## src/hw/rtl/gabc_pkg.sv

```systemverilog
// shared types and constants for the gamepad axis and button conditioner
`timescale 1ns / 1ps
package gabc_pkg;

  localparam int unsigned CfgIdxW = 3;

  typedef enum logic [2:0] {
    CFG_PAN_DZ     = 3'd0,
    CFG_PAN_EXPO   = 3'd1,
    CFG_TILT_DZ    = 3'd2,
    CFG_TILT_EXPO  = 3'd3,
    CFG_SAVE_HOLD  = 3'd4,
    CFG_RECALL_MAX = 3'd5
  } cfg_idx_t;

  typedef enum logic [2:0] {
    ST_IDLE,
    ST_START,
    ST_DIV,
    ST_SQ,
    ST_CUBE,
    ST_BLEND,
    ST_DONE
  } lane_state_t;

  // control from the top to each lane
  typedef struct packed {
    logic        start;
    logic [15:0] deadzone;
    logic [15:0] expo;
  } lane_ctrl_t;

  // status from each lane
  typedef struct packed {
    logic        done;
    logic [14:0] mag;
  } lane_stat_t;

endpackage

```

## src/hw/rtl/gabc_axis_lane.sv

```systemverilog
// one stick axis: deadzone, restoring divide and expo curve
`timescale 1ns / 1ps
module gabc_axis_lane #(
  parameter int unsigned AXIS_FULL_SCALE = 512
) (
  input  logic                clk,
  input  logic                rst_n,
  input  gabc_pkg::lane_ctrl_t ctrl,
  input  logic [15:0]         raw,
  output gabc_pkg::lane_stat_t stat
);

  localparam int unsigned FsW = $clog2(AXIS_FULL_SCALE + 1);
  localparam int unsigned NumW = FsW + 32;
  localparam int unsigned DenW = FsW + 17;
  localparam logic [FsW-1:0] Fs = FsW'(AXIS_FULL_SCALE);

  gabc_pkg::lane_state_t state_r, state_nxt;
  logic [5:0]      cnt_r, cnt_nxt;
  logic [NumW-1:0] rem_r, rem_nxt;
  logic [DenW-1:0] den_r, den_nxt;
  logic [16:0]     q_r, q_nxt;
  logic [33:0]     sq_r, sq_nxt;
  logic [16:0]     cube_r, cube_nxt;
  logic [14:0]     mag_r, mag_nxt;
  logic [15:0]     expo_r, expo_nxt;

  logic [15:0]     a_abs;
  logic [FsW-1:0]  a_cl;
  logic [FsW+16:0] num0, thr0;
  logic [NumW+1:0] trial;
  logic [16:0]     m_cl;
  logic [50:0]     cube_full;
  logic [33:0]     y;
  logic [17:0]     r;

  always_comb begin
    a_abs = raw[15] ? 16'(-raw) : raw;
    a_cl  = ({16'd0, a_abs} > {{(16-FsW+1){1'b0}}, Fs}) ? Fs : FsW'(a_abs);
    num0  = {a_cl, 16'd0} + (FsW+17)'(0);
    thr0  = (FsW+17)'(ctrl.deadzone) * (FsW+17)'(Fs);
    trial = {2'b00, rem_r} - ({{(NumW+2-DenW){1'b0}}, den_r} << cnt_r[4:0]);
    m_cl  = (q_r > 17'd65536) ? 17'd65536 : q_r;
    cube_full = sq_r * m_cl;
    y = 34'(q_r) * 34'(17'd65536 - {1'b0, expo_r}) + 34'(cube_r) * 34'(expo_r);
    r = 18'((y + 34'h10000) >> 17);
  end

  always_comb begin
    state_nxt = state_r;
    cnt_nxt = cnt_r;
    rem_nxt = rem_r;
    den_nxt = den_r;
    q_nxt = q_r;
    sq_nxt = sq_r;
    cube_nxt = cube_r;
    mag_nxt = mag_r;
    expo_nxt = expo_r;
    case (state_r)
      gabc_pkg::ST_IDLE: begin
        if (ctrl.start) begin
          state_nxt = gabc_pkg::ST_START;
        end
      end
      gabc_pkg::ST_START: begin
        expo_nxt = ctrl.expo;
        den_nxt = DenW'(Fs) * DenW'(17'd65536 - {1'b0, ctrl.deadzone});
        q_nxt = '0;
        cnt_nxt = 6'd17;
        if (num0 < thr0) begin
          mag_nxt = '0;
          state_nxt = gabc_pkg::ST_DONE;
        end else begin
          rem_nxt = NumW'(num0 - thr0) << 16;
          state_nxt = gabc_pkg::ST_DIV;
        end
      end
      gabc_pkg::ST_DIV: begin
        if (cnt_r == 6'd17) begin
          // quotient beyond 17 bits saturates straight away
          if (!trial[NumW+1]) begin
            q_nxt = 17'h1ffff;
            state_nxt = gabc_pkg::ST_SQ;
          end
          cnt_nxt = 6'd16;
        end else begin
          // one quotient bit a cycle
          if (!trial[NumW+1]) begin
            rem_nxt = trial[NumW-1:0];
            q_nxt = {q_r[15:0], 1'b1};
          end else begin
            q_nxt = {q_r[15:0], 1'b0};
          end
          cnt_nxt = cnt_r - 6'd1;
          if (cnt_r == 6'd0) begin
            state_nxt = gabc_pkg::ST_SQ;
          end
        end
      end
      gabc_pkg::ST_SQ: begin
        q_nxt = m_cl;
        sq_nxt = m_cl * m_cl;
        state_nxt = gabc_pkg::ST_CUBE;
      end
      gabc_pkg::ST_CUBE: begin
        cube_nxt = 17'((cube_full + 51'h80000000) >> 32);
        state_nxt = gabc_pkg::ST_BLEND;
      end
      gabc_pkg::ST_BLEND: begin
        mag_nxt = (r > 18'd32767) ? 15'h7fff : r[14:0];
        state_nxt = gabc_pkg::ST_DONE;
      end
      gabc_pkg::ST_DONE: begin
        state_nxt = gabc_pkg::ST_IDLE;
      end
      default: state_nxt = gabc_pkg::ST_IDLE;
    endcase
  end

  always_ff @(posedge clk) begin
    if (!rst_n) begin
      state_r <= gabc_pkg::ST_IDLE;
    end else begin
      state_r <= state_nxt;
    end
    cnt_r <= cnt_nxt;
    rem_r <= rem_nxt;
    den_r <= den_nxt;
    q_r <= q_nxt;
    sq_r <= sq_nxt;
    cube_r <= cube_nxt;
    mag_r <= mag_nxt;
    expo_r <= expo_nxt;
  end

  assign stat.done = (state_r == gabc_pkg::ST_DONE);
  assign stat.mag = mag_r;

endmodule

```

## config.mk

```make
export PLATFORM = sky130hd
export DESIGN_NAME = gabc_axis_lane
export DESIGN_NICKNAME = d
export VERILOG_FILES = /design/src/hw/rtl/gabc_pkg.sv /design/src/hw/rtl/gabc_axis_lane.sv
export SDC_FILE = /design/constraint.sdc
export NUM_CORES = 2
export LEC_CHECK = 0
export ABC_AREA = 1
export CORE_AREA = 3 3 339 341
export DETAILED_ROUTE_END_ITERATION = 10
export DIE_AREA = 0 0 342 344
export DONT_BUFFER_PORTS = 1
export MAX_ROUTING_LAYER = met4
export PLACE_DENSITY = 0.67
export SLEW_MARGIN = 5
export SYNTH_ARGS = -nofsm -noshare
export SYNTH_HDL_FRONTEND = slang
export SYNTH_SLANG_ARGS = --single-unit
```

## constraint.sdc

```tcl
create_clock -name clk -period 8.5 [get_ports clk]
set_input_delay 2.125 -clock clk [delete_from_list [all_inputs] [get_ports clk]]
set_output_delay 2.125 -clock clk [all_outputs]
set_load 0.03 [all_outputs]
```

==> key figures <==
Placed design
  • RePlAce Congestion: 1.024
  • Worst-case setup slack after placement: 0.02752 ns
  • Number of I/O port buffers: 0
  • DPL Wire Length: 143.9 mm
  • Placement-stage cell area: 58330 um^2

Timing
  • Total setup violations reported at the end of the flow: 0
  • Slew HR: 29.77%
  • Final clock period utilization by the worst path: 96.26%
  • Number of failing hold endpoints at the final stage: 0
  • Slew @ Worst Pin: ~1.1 ns
  • Crit path time final: 8.182 ns
  • Final Slew Violations: 0
  • Least setup slack across all paths after layout: 0.3179 ns
  • Max Clock Skew: 0.02234 ns
  • Peak Freq: around 0.12 GHz

Synthesis
  • Cell area after synthesis: 56070 um^2
  • Cells after synthesis: approximately 7000
  • Largest family of logic cells by synthesized area: adder cells
  • Synth cell types: 59
  • #FFs+latches synth: 161
  • Synthesized area per cell: 7.965 um^2
  • Multiplexer area fraction after synthesis: 0.01785%
  • Xor/xnor share of the synthesized area: 1.718%
  • Synth Area in Compound Gates: 5.349%
  • Most frequently used flop master after synthesis: edfxtp_1
  • Synthesized-area fraction occupied by adder cells: a little over half
  • Fraction of registers with async set/reset: 0%
  • Sequential cell area fraction in the yosys report: 8.568%
  • Cell type with the largest total area after synthesis: fa_1
  • Synthesis Warnings: 0
  • Synth top area share: 41.49%
  • Synth top area cells: fa_1 41%, inv_1 13%, ha_1 11%
  • Fraction of the mapped netlist area in simple logic gates: 16.63%
  • Count of flip-flops with a built-in enable after synthesis: 158

CTS
  • Buffers from clock root to sink, at most: 2
  • Post-cts hold buffer count: 0
  • CTS tree: yes
  • Root buf cell: clkbuf_16
  • Number of clock buffers inserted by TritonCTS: 17
  • Clock insertion delay at the later pin of the skew report: 0.54 ns
  • Clock transition time at the flip-flop clock pins of the worst setup and hold paths: 0.06 ns
  • CTS H-tree depth: 4
  • Clock Sink Count: between 150 and 200

Final layout
  • Nets: 8696
  • Leading cell types in the layout, fill and taps excluded: 1930 x inv_1, 1368 x nand2_1, 1156 x fa_1
  • Fraction of final layout cells sized beyond drive strength 1: 4.918%
  • Final non-filler cell area: 59500 um^2
  • Area growth syn-to-layout: 6.112%
  • Most common library cell in the layout ignoring fill and taps: inv_1

Global route
  • Peak-usage layer in the global routing report: met2
  • Global-route wire length before repair: 270.1 mm
  • Number of global-route vias before repair: 47401
  • Initial antenna violation count: 12
  • Largest net degree at the start of global routing: 42
  • GR Layer Usage met1: about two fifths
  • Routing usage on met2: 48.34%
  • Global-route usage over all layers: 31.05%
  • Total congestion overflow after global routing: 0
  • Met3 Use GR: between 6 and 7%

Setup path
  • Type of the worst setup path: flip-flop to flip-flop
  • Critical Path Slowest Stage Cell: fa_1
  • Largest driver fanout on the critical path: 6
  • Critical Path RT: 8.76 ns
  • Crit path arrival time: ~8.4 ns
  • Cell depth of the worst flop-to-flop path: 37
  • Startpoint types: flip-flop
  • Cell seen most often among critical-path stages: fa_1
  • Reg2reg setup slack: 0.32 ns
  • Worst path max stage delay: 0.56 ns
  • Crit path capture type: flip-flop

Detailed routing
  • Routed wire length per instance: 20.19 um
  • Total detailed-routing wirelength: 171.8 mm
  • Pre-antenna DRT Iters: 8
  • Ratio of routed vias to standard cells: 5.322
  • Final routed DRC violation total: 0
  • Vias: 45277
  • Final antenna-violating net count: 0
  • Number of DRC violations after detailed-routing iteration 0: approximately 3800

Floorplan
  • Die area: around 120000 um^2
  • Count of standard-cell rows: ~120
  • Starting utilization of the core area: 49.98%
  • Width of the die: 342 um
  • Die boundary height: 344 um
  • Standard cell core area: 112200 um^2
  • Number of top-level pins: 67

Worst hold path
  • Worst min-delay path class: flip-flop to flip-flop
  • Worst hold stages: 2

Job
  • Max capacitance violation total: 0

Run status
  • Outcome: finished, final reports clean
==> metrics by stage <==
stage	instances	TNS, ns	hold slack (ns)	util, %
floorplan	7078	0	0.5137	-
global placement	8456	0	0.5526	51.99
detailed placement	8456	0	0.5660	51.99
CTS	8488	0	0.5828	52.50
global route	8503	-0.2727	0.6028	53.02
finish	8508	0	0.5776	53.04
==> cell usage after synthesis (all sizes together) (5+ instances only) <==
| master | n |
|---|---|
| o31ai | 7 |
| edfxtp | 158 |
| fa | 1162 |
| xor2 | 71 |
| o21a | 21 |
| a31oi | 19 |
| nand4 | 34 |
| a221oi | 7 |
| nor3 | 52 |
| nand3b | 7 |
| nand2 | 1387 |
| nor2 | 703 |
| o22ai | 7 |
| clkbuf | 209 |
| a21boi | 5 |
| o21ai | 189 |
| inv | 1950 |
| buf | 60 |
| a21o | 10 |
| clkinv | 7 |
| a21oi | 250 |
| nor4 | 11 |
| ha | 501 |
| o21bai | 11 |
| nand3 | 109 |
| or2 | 16 |
| a211oi | 7 |
| xnor2 | 39 |
| o221ai | 5 |
==> layout make-up <==
cell class                 instances  area (um^2)
fill                           10647        52690
multi-input combinational       4691        43540
inverter                        1957         7348
sequential                       161         4805
tap                             1500         1877
timing repair buffer             154         1326
clock buffer                      19        442.9
clock inverter                    13        126.4
antenna                           13        32.53
==> repair_timing <==
action	in CTS	in global routing
endpoints found under the setup margin	0	15
buffers inserted	0	7
resized for setup	0	126
==> per-layer routing <==
| layer | up-vias | share of wire [%] |
|---|---|---|
| met5 | - | 0 |
| met4 | 0 | 4.3 |
| met3 | 377 | 9.1 |
| met2 | 1949 | 45 |
| met1 | 22552 | 41 |
| li1 | 20399 | - |
==> state kept, by name (all words and copies together), names as in the netlist <==
register / count
cnt_r: 6
mag_r: 15
expo_r: 16
sq_r: 33
cube_r: 17
rem_r: 37
state_r: 3
den_r: 17
q_r: 17
==> path summary, 6_finish.rpt <==
path	start	to
max	expo_r[1]	mag_r[9]
min reg2reg	rem_r[5]	rem_r[5]
min	rem_r[5]	rem_r[5]
max reg2reg	expo_r[1]	mag_r[9]
==> worst max-delay path: cells and delay by family (launching register included) <==
family	cells	cell delay, ns
adders and majority gates	10	4.32
and+or+nand+nor	15	2.10
buffers and inverters	10	0.84
DFF	1	0.41
xor gates and xnor gates	1	0.14
AOI/OAI and AO/OA	1	0.08
==> cell families (layout without fill, tap and decap cells) <==
| group | after synthesis | after routing |
|---|---|---|
| fa+ha+maj | 1663 | 1663 |
| compound gates | 547 | 547 |
| simple gates | 2330 | 2330 |
| mux | 1 | 1 |
| flops | 161 | 161 |
| buf+inv | 2226 | 2143 |
| xor+xnor | 110 | 110 |
| other cells | 2 | 53 |
Power is not shown: default switching activity piles up to over one toggle a cycle in this logic, so the estimate is an artifact.
